File: config.mk
export PLATFORM = sky130hd
export DESIGN_NAME = sppu_ctrl
export DESIGN_NICKNAME = d
export VERILOG_FILES = /design/src/rtl/sppu_pkg.sv /design/src/rtl/sppu_ctrl.sv
export SDC_FILE = /design/constraint.sdc
export NUM_CORES = 1
export LEC_CHECK = 0
export BUFFER_PORTS_ARGS = -buffer_cell sky130_fd_sc_hd__buf_4
export CORE_MARGIN = 1
export CORE_UTILIZATION = 48
export DETAILED_ROUTE_END_ITERATION = 16
export HOLD_SLACK_MARGIN = 0.03
export PLACE_DENSITY = 0.86
export SLEW_MARGIN = 20
export SYNTH_ARGS = -nofsm -noshare
export SYNTH_HDL_FRONTEND = slang
export SYNTH_SLANG_ARGS = --single-unit
File: constraint.sdc
create_clock -name clk -period 1.97 [get_ports clk]
set_input_delay 0.394 -clock clk [delete_from_list [all_inputs] [get_ports clk]]
set_output_delay 0.394 -clock clk [all_outputs]
set_load 0.02 [all_outputs]
File: src/rtl/sppu_pkg.sv
// Shared types and constants for the stack push/pop unit.
`default_nettype none

package sppu_pkg;

    localparam int MEM_BYTES_DEF = 4096;

    localparam int REG_COUNT = 15;
    localparam logic [3:0] RSP_IDX = 4'd4;
    localparam logic [3:0] PC_SEL = 4'hF;

    localparam logic [7:0] OP_PUSH = 8'hA0;
    localparam logic [7:0] OP_POP = 8'hB0;

    typedef enum logic [1:0] {
        CMD_EXEC = 2'd0,
        CMD_MEM = 2'd1,
        CMD_REG = 2'd2,
        CMD_NONE = 2'd3
    } cmd_code_t;

    typedef enum logic [1:0] {
        ST_OK = 2'd0,
        ST_BAD_OP = 2'd1,
        ST_BAD_ADDR = 2'd2,
        ST_BAD_REG = 2'd3
    } status_code_t;

    typedef struct packed {
        logic         accept;
        logic         rd_op;
        logic         rd_ra;
        logic         decode;
        logic         push_wr;
        logic         pop_rd;
        logic         capture;
        logic         commit;
        logic         set_status;
        status_code_t status_code;
    } dp_cmd_t;

    typedef struct packed {
        logic exec_req;
        logic fetch_ok;
        logic op_valid;
        logic op_push;
        logic ra_bad;
        logic span_ok;
        logic cnt_last;
        logic cnt_zero;
    } dp_stat_t;

endpackage

`default_nettype wire

File: src/rtl/sppu_ctrl.sv
// Sequencing state machine for fetch, decode and the eight-byte stack transfer.
`default_nettype none

module sppu_ctrl
    import sppu_pkg::*;
(
    input  wire logic     clk,
    input  wire logic     rst_n,
    input  wire logic     start,
    input  wire dp_stat_t stat,
    output dp_cmd_t       cmd,
    output logic          busy,
    output logic          done
);

    typedef enum logic [8:0] {
        S_IDLE     = 9'b000000001,
        S_FETCH0   = 9'b000000010,
        S_FETCH1   = 9'b000000100,
        S_DECODE   = 9'b000001000,
        S_PUSH     = 9'b000010000,
        S_POP      = 9'b000100000,
        S_POP_LAST = 9'b001000000,
        S_COMMIT   = 9'b010000000,
        S_DONE     = 9'b100000000
    } state_t;

    state_t state_reg;
    state_t state_next;

    always_ff @(posedge clk or negedge rst_n)
    begin
        if (!rst_n)
        begin
            state_reg <= S_IDLE;
        end
        else
        begin
            state_reg <= state_next;
        end
    end

    always_comb
    begin
        state_next = state_reg;
        cmd = '0;
        cmd.status_code = ST_OK;
        case (state_reg)
            S_IDLE:
            begin
                if (start)
                begin
                    cmd.accept = 1'b1;
                    state_next = stat.exec_req ? S_FETCH0 : S_DONE;
                end
            end
            S_FETCH0:
            begin
                if (!stat.fetch_ok)
                begin
                    cmd.set_status = 1'b1;
                    cmd.status_code = ST_BAD_ADDR;
                    state_next = S_DONE;
                end
                else
                begin
                    cmd.rd_op = 1'b1;
                    state_next = S_FETCH1;
                end
            end
            S_FETCH1:
            begin
                cmd.rd_ra = 1'b1;
                state_next = S_DECODE;
            end
            S_DECODE:
            begin
                if (!stat.op_valid)
                begin
                    cmd.set_status = 1'b1;
                    cmd.status_code = ST_BAD_OP;
                    state_next = S_DONE;
                end
                else if (stat.ra_bad)
                begin
                    cmd.set_status = 1'b1;
                    cmd.status_code = ST_BAD_REG;
                    state_next = S_DONE;
                end
                else if (!stat.span_ok)
                begin
                    cmd.set_status = 1'b1;
                    cmd.status_code = ST_BAD_ADDR;
                    state_next = S_DONE;
                end
                else
                begin
                    cmd.decode = 1'b1;
                    state_next = stat.op_push ? S_PUSH : S_POP;
                end
            end
            S_PUSH:
            begin
                cmd.push_wr = 1'b1;
                if (stat.cnt_last)
                begin
                    state_next = S_COMMIT;
                end
            end
            S_POP:
            begin
                cmd.pop_rd = 1'b1;
                cmd.capture = !stat.cnt_zero;
                if (stat.cnt_last)
                begin
                    state_next = S_POP_LAST;
                end
            end
            S_POP_LAST:
            begin
                cmd.capture = 1'b1;
                state_next = S_COMMIT;
            end
            S_COMMIT:
            begin
                cmd.commit = 1'b1;
                state_next = S_DONE;
            end
            S_DONE:
            begin
                state_next = S_IDLE;
            end
            default:
            begin
                state_next = S_IDLE;
            end
        endcase
    end

    assign busy = (state_reg != S_IDLE);
    assign done = (state_reg == S_DONE);

    a_done_to_idle: assert property (@(posedge clk) disable iff (!rst_n)
        done |=> !busy)
        else $error("result strobe not followed by idle");

    a_accept_busy: assert property (@(posedge clk) disable iff (!rst_n)
        cmd.accept |=> busy)
        else $error("accepted request did not raise busy");

    a_commit_done: assert property (@(posedge clk) disable iff (!rst_n)
        cmd.commit |=> done)
        else $error("commit not followed by result strobe");

    a_single_write: assert property (@(posedge clk) disable iff (!rst_n)
        !(cmd.push_wr && (cmd.pop_rd || cmd.accept || cmd.rd_ra)))
        else $error("memory port driven by two commands");

endmodule

`default_nettype wire

==> impl_results.md, run 1 <==
* Result of the run: finished with violations
* Failing checks: negative setup slack
* Portion of total power attributed to combinational logic at 0.623
* Critical R2R Launch: state_reg[2]
* Clock root cell: sky130_fd_sc_hd__clkbuf_4
* Maximum number of pins on one net before global-route repair at 10
* Top achievable clock speed at 455.7 MHz
* Post-detailed-placement half-perimeter wirelength at 1317 µm
* Critical path launch point: state_reg[3]
* DRC marker count from the first detailed-route iteration at 21
* Clock Skew at 3.686 ps
* Fillcell total at 48
* Area contributors post-synth: sky130_fd_sc_hd__dfrtp_1 29%, sky130_fd_sc_hd__nor4b_2 6.4%, sky130_fd_sc_hd__nor2_1 5.9%
* Global-route usage over all layers at 0.2756
* Area fraction of the dominant cell type after synthesis at 0.2852
* Drt pass-1 iters at 4
* First-pass GRT wire length at 2787 µm
* Clock network power share at 0.134
* Depth of the worst register-to-register path at 6
* Post-route insts no fill at 134
* H-tree depth reported by CTS at 1
* Number of CTS-inserted buffers at 3
* Synthesized cell area at 701.9 µm²
* Max-slew headroom at the worst pin at 0.7675
* Flop and latch count out of synthesis at 9
* Hold Path Class: input port to flip-flop
* Max VDD drop at 0.6894 mV
* Post-CTS clock slew at the launch and capture registers of the worst setup and hold paths at 70 ps
* Count of yosys warnings during synthesis at 0
* Source-to-sink clock delay at the later pin of the worst-skew pair at 270 ps
* Row cnt at 13
* Final number of setup-violating endpoints at 10
* Via total after detailed routing at 802
* Part of the Yosys area used for sequential elements at 0.3226
* Wire length per cell after detailed routing at 19.49 µm
* Power density over the cells at 925.2 nW/µm²
* Flip-flop and latch area at 230.2 µm²
* Final ANT Viol Nets at 0
* Wirelength, routed at 2611 µm
* Die X at 40.24 µm
* Die Outline Area at 1619 µm²
* Distinct cell type count after synthesis at 33
* Net count of the mapped netlist at 87
* Footprint of the multi-input gates at 544.3 µm²
* Remaining DRCs at 0
* Final Hold Viols at 0
* Psw at 462.0 µW
* Internal power summed over all cells at 665.5 µW
* Core occupancy in the finished layout at 0.9137
* Aggregate global routing overflow at 0
* Number of nets at the end of the flow at 131
* Worst setup path endpoint: cmd[4]
* Type of destination of the critical path: primary output
* Share of post-route cells with drive strength above 1 at 0.5714
* Number of placed instances with taps included at 116
* Last weighted congestion value of the routability-driven placer at 0.7676
* Avg Synthesized Cell Area at 9.236 µm²
* Area added between synthesis and finish at 73.62%
* Clock tree from TritonCTS: built
* Max reg flops at 9
* Mean number of vias per cell at 5.985
* Initial Utilization at 0.5263
* Core region area at 1334 µm²
* Largest area contributor in the netlist: sky130_fd_sc_hd__dfrtp_1
* Number of buffers on the longest clock path at 2
* Number of antenna violations at the first check in global routing at 0
* Clk sink count at 9
* Commonest cells after routing, fill and taps aside: 33 x sky130_fd_sc_hd__buf_4, 7 x sky130_fd_sc_hd__nor2_1, 7 x sky130_fd_sc_hd__buf_6
* Placement Setup Slack at 33.66 ps
* Max Transition Viols Final at 0
* I/O pin count at 24
* Maximum Capacitance Violations at 0
* Crit path time final at 2194 ps
* Reg-to-reg setup timing slack at 50 ps
* Leading cell type in the layout, fill and taps excluded: sky130_fd_sc_hd__buf_4
* Critical path data required time at 1580 ps
* Data arrival time at the worst-slack endpoint at 1800 ps
* Transition time at the pin with the least slew margin at 347.9 ps
* Summed negative setup slack over all endpoints at -1393 ps
* # port buffers at 23
* WS Path Type: flip-flop to primary output
* Count of inserted antenna diode cells at 0
* Kind of start point of the critical path: flip-flop
* Part of the total power dissipated in sequential elements at 0.243
* Critical-path maximum fanout at 4
* Share of the clock period used by the worst path after layout at 1.114
* Vias in the first global route at 638
* Vert. Die Dim at 40.24 µm
* RSZ-0062 raised after global routing: true
* Leakage power summed over all cells at 0.0005581 µW
* FF-to-FF End: state_reg[7]
* Cell count after synthesis at 76
* Min setup slack post-route at -224.3 ps
* Switching part of the total power at 0.4097
==> cell usage after synthesis <==
cell type,number
sky130_fd_sc_hd__buf_6,1
sky130_fd_sc_hd__and2_1,3
sky130_fd_sc_hd__and4_1,1
sky130_fd_sc_hd__dfrtp_1,8
sky130_fd_sc_hd__nor2_1,11
sky130_fd_sc_hd__and3_2,1
sky130_fd_sc_hd__nor3_2,1
sky130_fd_sc_hd__nor2b_1,1
sky130_fd_sc_hd__o21ai_0,2
sky130_fd_sc_hd__xor2_1,3
sky130_fd_sc_hd__nor3_1,2
sky130_fd_sc_hd__dfstp_2,1
sky130_fd_sc_hd__nor4_4,1
sky130_fd_sc_hd__nor4_1,1
sky130_fd_sc_hd__nor4b_1,2
sky130_fd_sc_hd__o32a_4,1
sky130_fd_sc_hd__buf_2,3
sky130_fd_sc_hd__nor4b_2,3
sky130_fd_sc_hd__nand3_1,1
sky130_fd_sc_hd__a21oi_1,3
sky130_fd_sc_hd__nand2_1,2
sky130_fd_sc_hd__o2bb2ai_1,2
sky130_fd_sc_hd__a211oi_1,1
sky130_fd_sc_hd__nor4_2,1
sky130_fd_sc_hd__a221oi_1,1
sky130_fd_sc_hd__o311a_1,1
sky130_fd_sc_hd__nand3b_1,1
sky130_fd_sc_hd__nor4bb_1,2
sky130_fd_sc_hd__nand3b_2,1
sky130_fd_sc_hd__inv_1,6
sky130_fd_sc_hd__a21oi_2,1
sky130_fd_sc_hd__nand2b_1,6
sky130_fd_sc_hd__o22ai_1,1
==> how the worst min path moves through the flow <==
stage | from | to | slack [ps] | cells past startpoint
after CTS | stat[7] | state_reg[1] | 360 | 2
after global routing | stat[4] | state_reg[4] | 360 | 2
after detailed placement | rst_n | state_reg[4] | 220 | 1
after floorplan | rst_n | state_reg[1] | 100 | 0
final | stat[4] | state_reg[4] | 360 | 2
after global placement | rst_n | state_reg[1] | 220 | 1
==> critical path: stages (launching register included) <==
cell and delay (ps):
sky130_fd_sc_hd__dfrtp_2 460, sky130_fd_sc_hd__nor4_4 300, sky130_fd_sc_hd__nand2b_1 200, sky130_fd_sc_hd__buf_6 170
sky130_fd_sc_hd__nor4_4 210, sky130_fd_sc_hd__buf_4 190
==> per-stage QoR <==
step,cell area (µm²),power (µW),hold slack [ps]
after global placement,924.6,658.7,216.4
after detailed placement,924.6,674.0,217.5
final,1219,1128,356.2
after CTS,1090,945.9,363.7
after global routing,1219,1181,355.5
after floorplan,714.4,538.6,98.41
==> per-layer routing <==
layer,global-route usage,wire length [µm],vias to the layer above
li1,-,-,360
met1,0.3299,1081,387
met2,0.4274,1300,43
met3,0.06667,133,12
met4,0.2000,95,0
met5,0,0,-
==> kinds of logic after synthesis <==
logic type | after synthesis | synth area share
AO/OA/AOI/OAI | 13 | 0.1515
XOR/XNOR | 3 | 0.03744
buffers and inverters | 10 | 0.06951
flip-flops | 9 | 0.3226
AND/OR/NAND/NOR | 41 | 0.4189
==> power by group through the flow <==
stage | Clock, µW | Sequential, µW | Combinational (µW)
after floorplan | 0 | 253 | 285
final | 151 | 274 | 702
after CTS | 140 | 268 | 539
after global placement | 0 | 258 | 400
after global routing | 160 | 275 | 745
after detailed placement | 0 | 261 | 413
==> layout make-up <==
type	count	share of cell area
Clock buffer	4	0.02156
Inverter	6	0.01848
Multi-Input combinational cell	57	0.4466
Sequential cell	9	0.1889
Tap cell	15	0.01540
Timing Repair Buffer	43	0.3090
==> what timing repair did <==
item | in CTS | in global routing
hold buffers | 1 | 0
endpoints found under the hold margin | 8 | 0
buffers inserted | 6 | 7
setup endpoints to repair | 10 | 13
pin swaps | 5 | 5
cloned | 0 | 0
gates resized for setup | 16 | 14
Note: power is estimated with default switching activity, not from simulation.
==> run 2, diff against run 1 <==
--- a/config.mk
+++ b/config.mk
@@ -7,10 +7,10 @@
 export LEC_CHECK = 0
 export BUFFER_PORTS_ARGS = -buffer_cell sky130_fd_sc_hd__buf_4
 export CORE_MARGIN = 1
-export CORE_UTILIZATION = 48
+export CORE_UTILIZATION = 51
 export DETAILED_ROUTE_END_ITERATION = 16
 export HOLD_SLACK_MARGIN = 0.03
-export PLACE_DENSITY = 0.86
+export PLACE_DENSITY = 0.9
 export SLEW_MARGIN = 20
 export SYNTH_ARGS = -nofsm -noshare
 export SYNTH_HDL_FRONTEND = slang
==> constraint.sdc (replaced) <==
create_clock -name clk -period 2.55 [get_ports clk]
set_input_delay 0.6375 -clock clk [delete_from_list [all_inputs] [get_ports clk]]
set_output_delay 0.6375 -clock clk [all_outputs]
set_load 0.02 [all_outputs]
==> impl_results.md, run 2 (synthesis results as in run 1) <==
* Result of the run: complete, no violations
* Kind of start point of the critical path: flip-flop
* Power density over the cells at 676.5 nW/µm²
* Remaining DRCs at 0
* Clock Skew at 0.5227 ps
* Flip-flop and latch area at 226.5 µm²
* Fillcell total at 99
* WS Path Type: flip-flop to primary output
* Via total after detailed routing at 648
* Source-to-sink clock delay at the later pin of the worst-skew pair at 260 ps
* Initial Utilization at 0.5463
* Die X at 39.10 µm
* Number of antenna violations at the first check in global routing at 0
* Max-slew headroom at the worst pin at 0.7510
* Type of destination of the critical path: primary output
* Core region area at 1285 µm²
* Share of the clock period used by the worst path after layout at 0.9464
* Crit path max-delay family: simple AND/OR/NAND/NOR gates
* Cell at the slowest stage of the critical path: sky130_fd_sc_hd__dfrtp_1
* Delay of the slowest cell on the worst path at 490 ps
* Number of buffers on the longest clock path at 2
* Summed negative setup slack over all endpoints at 0 ps
* Cell area reported after detailed placement at 867.1 µm²
* Max Transition Viols Final at 0
* Share of post-route cells with drive strength above 1 at 0.3939
* Area added between synthesis and finish at 29.77%
* Number of CTS-inserted buffers at 3
* Critical path data required time at 1910 ps
* Top achievable clock speed at 414.4 MHz
* Max reg flops at 9
* Final Hold Viols at 0
* Vias in the first global route at 532
* RSZ-0062 raised after global routing: true
* Maximum Capacitance Violations at 0
* Final design area excluding fillers at 910.9 µm²
* Aggregate global routing overflow at 0
* Core occupancy in the finished layout at 0.7089
* DRC marker count from the first detailed-route iteration at 17
* Transition time at the pin with the least slew margin at 372.5 ps
* Overall power after layout at 616.2 µW
* Drt pass-1 iters at 4
* Final number of setup-violating endpoints at 0
* Post-CTS clock slew at the launch and capture registers of the worst setup and hold paths at 60 ps
* Footprint of the multi-input gates at 444.2 µm²
* CTS-repair resized insts at 0
* I/O pin count at 24
* # port buffers at 23
* Cells traversed along the worst timing path: nor4_4 > nand2b_2 > nor4bb_1 > buf_4
* Worst path bufs/invs at 1
* Post-CTS Setup Inserts at 0
* Number of placed instances with taps included at 110
* Commonest cells after routing, fill and taps aside: 23 x sky130_fd_sc_hd__buf_4, 11 x sky130_fd_sc_hd__nor2_1, 8 x sky130_fd_sc_hd__dfrtp_1
* H-tree depth reported by CTS at 1
* Clock tree from TritonCTS: built
* Leading cell type in the layout, fill and taps excluded: sky130_fd_sc_hd__buf_4
* Leakage power summed over all cells at 0.0004276 µW
* Maximum number of pins on one net before global-route repair at 10
* Critical-path maximum fanout at 9
* Wirelength, routed at 1563 µm
* Crit path time final at 2413 ps
* Global-route usage over all layers at 0.2289
* Max VDD drop at 0.4067 mV
* First-pass GRT wire length at 2318 µm
* Hold buffers post-CTS at 0
* Row cnt at 13
* Wire length per cell after detailed routing at 13.71 µm
* Final ANT Viol Nets at 0
* Count of inserted antenna diode cells at 0
* Post-detailed-placement half-perimeter wirelength at 1209 µm
* Last weighted congestion value of the routability-driven placer at 0.7447
* Number of nets at the end of the flow at 111
* Vert. Die Dim at 39.10 µm
* Mean number of vias per cell at 5.684
* Clk sink count at 9
* Post-route insts no fill at 114
* Hold Path Class: input port to asynchronous set/reset pin
* Die Outline Area at 1529 µm²
* Clock root cell: sky130_fd_sc_hd__clkbuf_4
* Data arrival time at the worst-slack endpoint at 1780 ps
[run 2: cell types whose count changed in the layout (fill, tap and decap cells not counted), sizes merged]
cell	delta
buf	-19
dlygate4sd3	-1
[run 2: layout make-up]
cell class / instances / area share
Clock buffer: 4 / 0.02885
Tap cell: 15 / 0.02060
Sequential cell: 9 / 0.2486
Inverter: 6 / 0.02473
Timing Repair Buffer: 23 / 0.1896
Multi-Input combinational cell: 57 / 0.4876
[run 2: per-layer routing]
metal  GRT usage  routed length, µm  up-vias
met4      0.1379                 28        0
li1            -                  -      320
met3     0.04046                 94        4
met1      0.3096                689      292
met2      0.3333                750       32
met5           0                  0        -
[run 2: where the power goes]
| group | internal, µW | switching, µW |
|---|---|---|
| clock network | 60.2 | 48.0 |
| logic | 140 | 166 |
| registers | 168 | 34.0 |
| total | 368 | 248 |
[run 2: through the flow]
step	setup slack (ps)	hold slack, ps
final	136.7	189.8
after global routing	-43.81	184.4
after CTS	24.26	191.0
after detailed placement	303.2	465.5
after global placement	349.8	465.0
after floorplan	174.8	341.9
[run 2: worst paths after layout]
| path | from | end | slack [ps] | depth (start not counted) |
|---|---|---|---|---|
| hold / removal | rst_n | state_reg[7] | 190 | 1 |
| setup reg to reg | state_reg[0] | state_reg[7] | 800 | 4 |
| max in group asynchronous | rst_n | state_reg[0] | 2150 | 1 |
| setup / recovery | state_reg[4] | cmd[8] | 140 | 4 |
| min in group clk | stat[4] | state_reg[4] | 590 | 2 |
| hold reg to reg | state_reg[3] | state_reg[3] | 670 | 1 |
==> run 3, diff against run 2 <==
--- a/config.mk
+++ b/config.mk
@@ -8,6 +8,7 @@
 export BUFFER_PORTS_ARGS = -buffer_cell sky130_fd_sc_hd__buf_4
 export CORE_MARGIN = 1
 export CORE_UTILIZATION = 51
+export CTS_BUF_LIST = sky130_fd_sc_hd__clkbuf_8 sky130_fd_sc_hd__clkbuf_16
 export DETAILED_ROUTE_END_ITERATION = 16
 export HOLD_SLACK_MARGIN = 0.03
 export PLACE_DENSITY = 0.9
==> impl_results.md, run 3 (synthesis results as in run 1) <==
* I/O pin count at 24
* Row cnt at 13
* Final Hold Viols at 0
* Last weighted congestion value of the routability-driven placer at 0.7447
* Share of post-route cells with drive strength above 1 at 0.3939
* Transition time at the pin with the least slew margin at 372.7 ps
* Max-slew headroom at the worst pin at 0.7509
* Drt pass-1 iters at 4
* Post-detailed-placement half-perimeter wirelength at 1209 µm
* Clock root cell: sky130_fd_sc_hd__clkbuf_8
* Clock tree from TritonCTS: built
* Maximum number of pins on one net before global-route repair at 10
* Commonest cells after routing, fill and taps aside: 23 x sky130_fd_sc_hd__buf_4, 11 x sky130_fd_sc_hd__nor2_1, 8 x sky130_fd_sc_hd__dfrtp_1
* Remaining DRCs at 0
* Clk sink count at 9
* Area added between synthesis and finish at 32.44%
* Leading cell type in the layout, fill and taps excluded: sky130_fd_sc_hd__buf_4
* Wirelength, routed at 1641 µm
* Post-CTS Setup Inserts at 0
* Core region area at 1285 µm²
* Leakage power summed over all cells at 0.0004395 µW
* Result of the run: complete, no violations
* Global-route usage over all layers at 0.2446
* Post-CTS clock slew at the launch and capture registers of the worst setup and hold paths at 40 ps
* Type of destination of the critical path: primary output
* Number of nets at the end of the flow at 111
* Initial Utilization at 0.5463
* Hold Path Class: input port to asynchronous set/reset pin
* Final design area excluding fillers at 929.6 µm²
* Max VDD drop at 0.4517 mV
* Kind of start point of the critical path: flip-flop
* Hold buffers post-CTS at 0
* # port buffers at 23
* Data arrival time at the worst-slack endpoint at 1780 ps
* Clock Skew at 0.5177 ps
* First-pass GRT wire length at 2421 µm
* Overall power after layout at 673.0 µW
* Die X at 39.10 µm
* Power density over the cells at 723.9 nW/µm²
* Share of the clock period used by the worst path after layout at 0.9473
* Aggregate global routing overflow at 0
* Critical path data required time at 1910 ps
* Maximum Capacitance Violations at 0
* Depth of the worst register-to-register path at 4
* Placement Setup Slack at 303.2 ps
* Number of CTS-inserted buffers at 3
* Vias in the first global route at 568
* Die Outline Area at 1529 µm²
* Critical-path maximum fanout at 9
* DRC marker count from the first detailed-route iteration at 5
* Number of buffers on the longest clock path at 2
* Source-to-sink clock delay at the later pin of the worst-skew pair at 230 ps
* Vert. Die Dim at 39.10 µm
* Top achievable clock speed at 414.0 MHz
* Crit path time final at 2416 ps
* Final number of setup-violating endpoints at 0
* Count of inserted antenna diode cells at 0
* Summed negative setup slack over all endpoints at 0 ps
* Cell area reported after detailed placement at 867.1 µm²
* Max Transition Viols Final at 0
* Mean number of vias per cell at 5.667
* Min setup slack post-route at 134.3 ps
* WS Path Type: flip-flop to primary output
* Max reg flops at 9
* Number of antenna violations at the first check in global routing at 0
* CTS-repair resized insts at 0
* Wire length per cell after detailed routing at 14.39 µm
* H-tree depth reported by CTS at 1
* Final ANT Viol Nets at 0
* Via total after detailed routing at 646
-- run 3: layer usage --
metal | GRT usage | part of all wire | vias up
met5 | 0 | 0 | -
met4 | 0.1552 | 0.022 | 0
met3 | 0.03468 | 0.032 | 5
met2 | 0.3708 | 0.50 | 19
met1 | 0.3203 | 0.45 | 307
li1 | - | - | 315
-- run 3: final timing paths --
check	startpoint	endpoint	slack, ps
min in group clk	stat[4]	state_reg[4]	620
hold reg to reg	state_reg[3]	state_reg[3]	670
setup reg to reg	state_reg[0]	state_reg[7]	820
hold / removal	rst_n	state_reg[7]	220
max in group asynchronous	rst_n	state_reg[0]	2120
setup / recovery	state_reg[4]	cmd[7]	130
-- run 3: where the power goes --
group / leakage [µW] / internal (µW) / switching [µW]
logic: 0.000291 / 140 / 170
registers: 0.000121 / 169 / 33.2
clock network: 0.0000269 / 105 / 56.3
total: 0.000439 / 414 / 259
-- run 3: critical path: stages, from the launching register on --
cell	delay [ps]
sky130_fd_sc_hd__dfrtp_1	490
sky130_fd_sc_hd__nor4_4	350
sky130_fd_sc_hd__nand2b_2	200
sky130_fd_sc_hd__nor3_2	310
sky130_fd_sc_hd__buf_4	190
-- run 3: layout make-up --
type	count	area, µm²
clock buffer	3	41.29
clock inverter	1	3.754
fill	92	355.3
inverter	6	22.52
multi-input combinational	57	444.2
sequential	9	226.5
tap	15	18.77
timing repair buffer	23	172.7
-- run 3: metrics by stage --
| step | hold slack, ps | std cells | util |
|---|---|---|---|
| CTS | 218.9 | 114 | 0.7098 |
| floorplan | 341.9 | 76 | - |
| finish | 217.1 | 114 | 0.7235 |
| global route | 223.8 | 114 | 0.7235 |
| detailed placement | 465.5 | 110 | 0.6748 |
| global placement | 465.0 | 110 | 0.6748 |
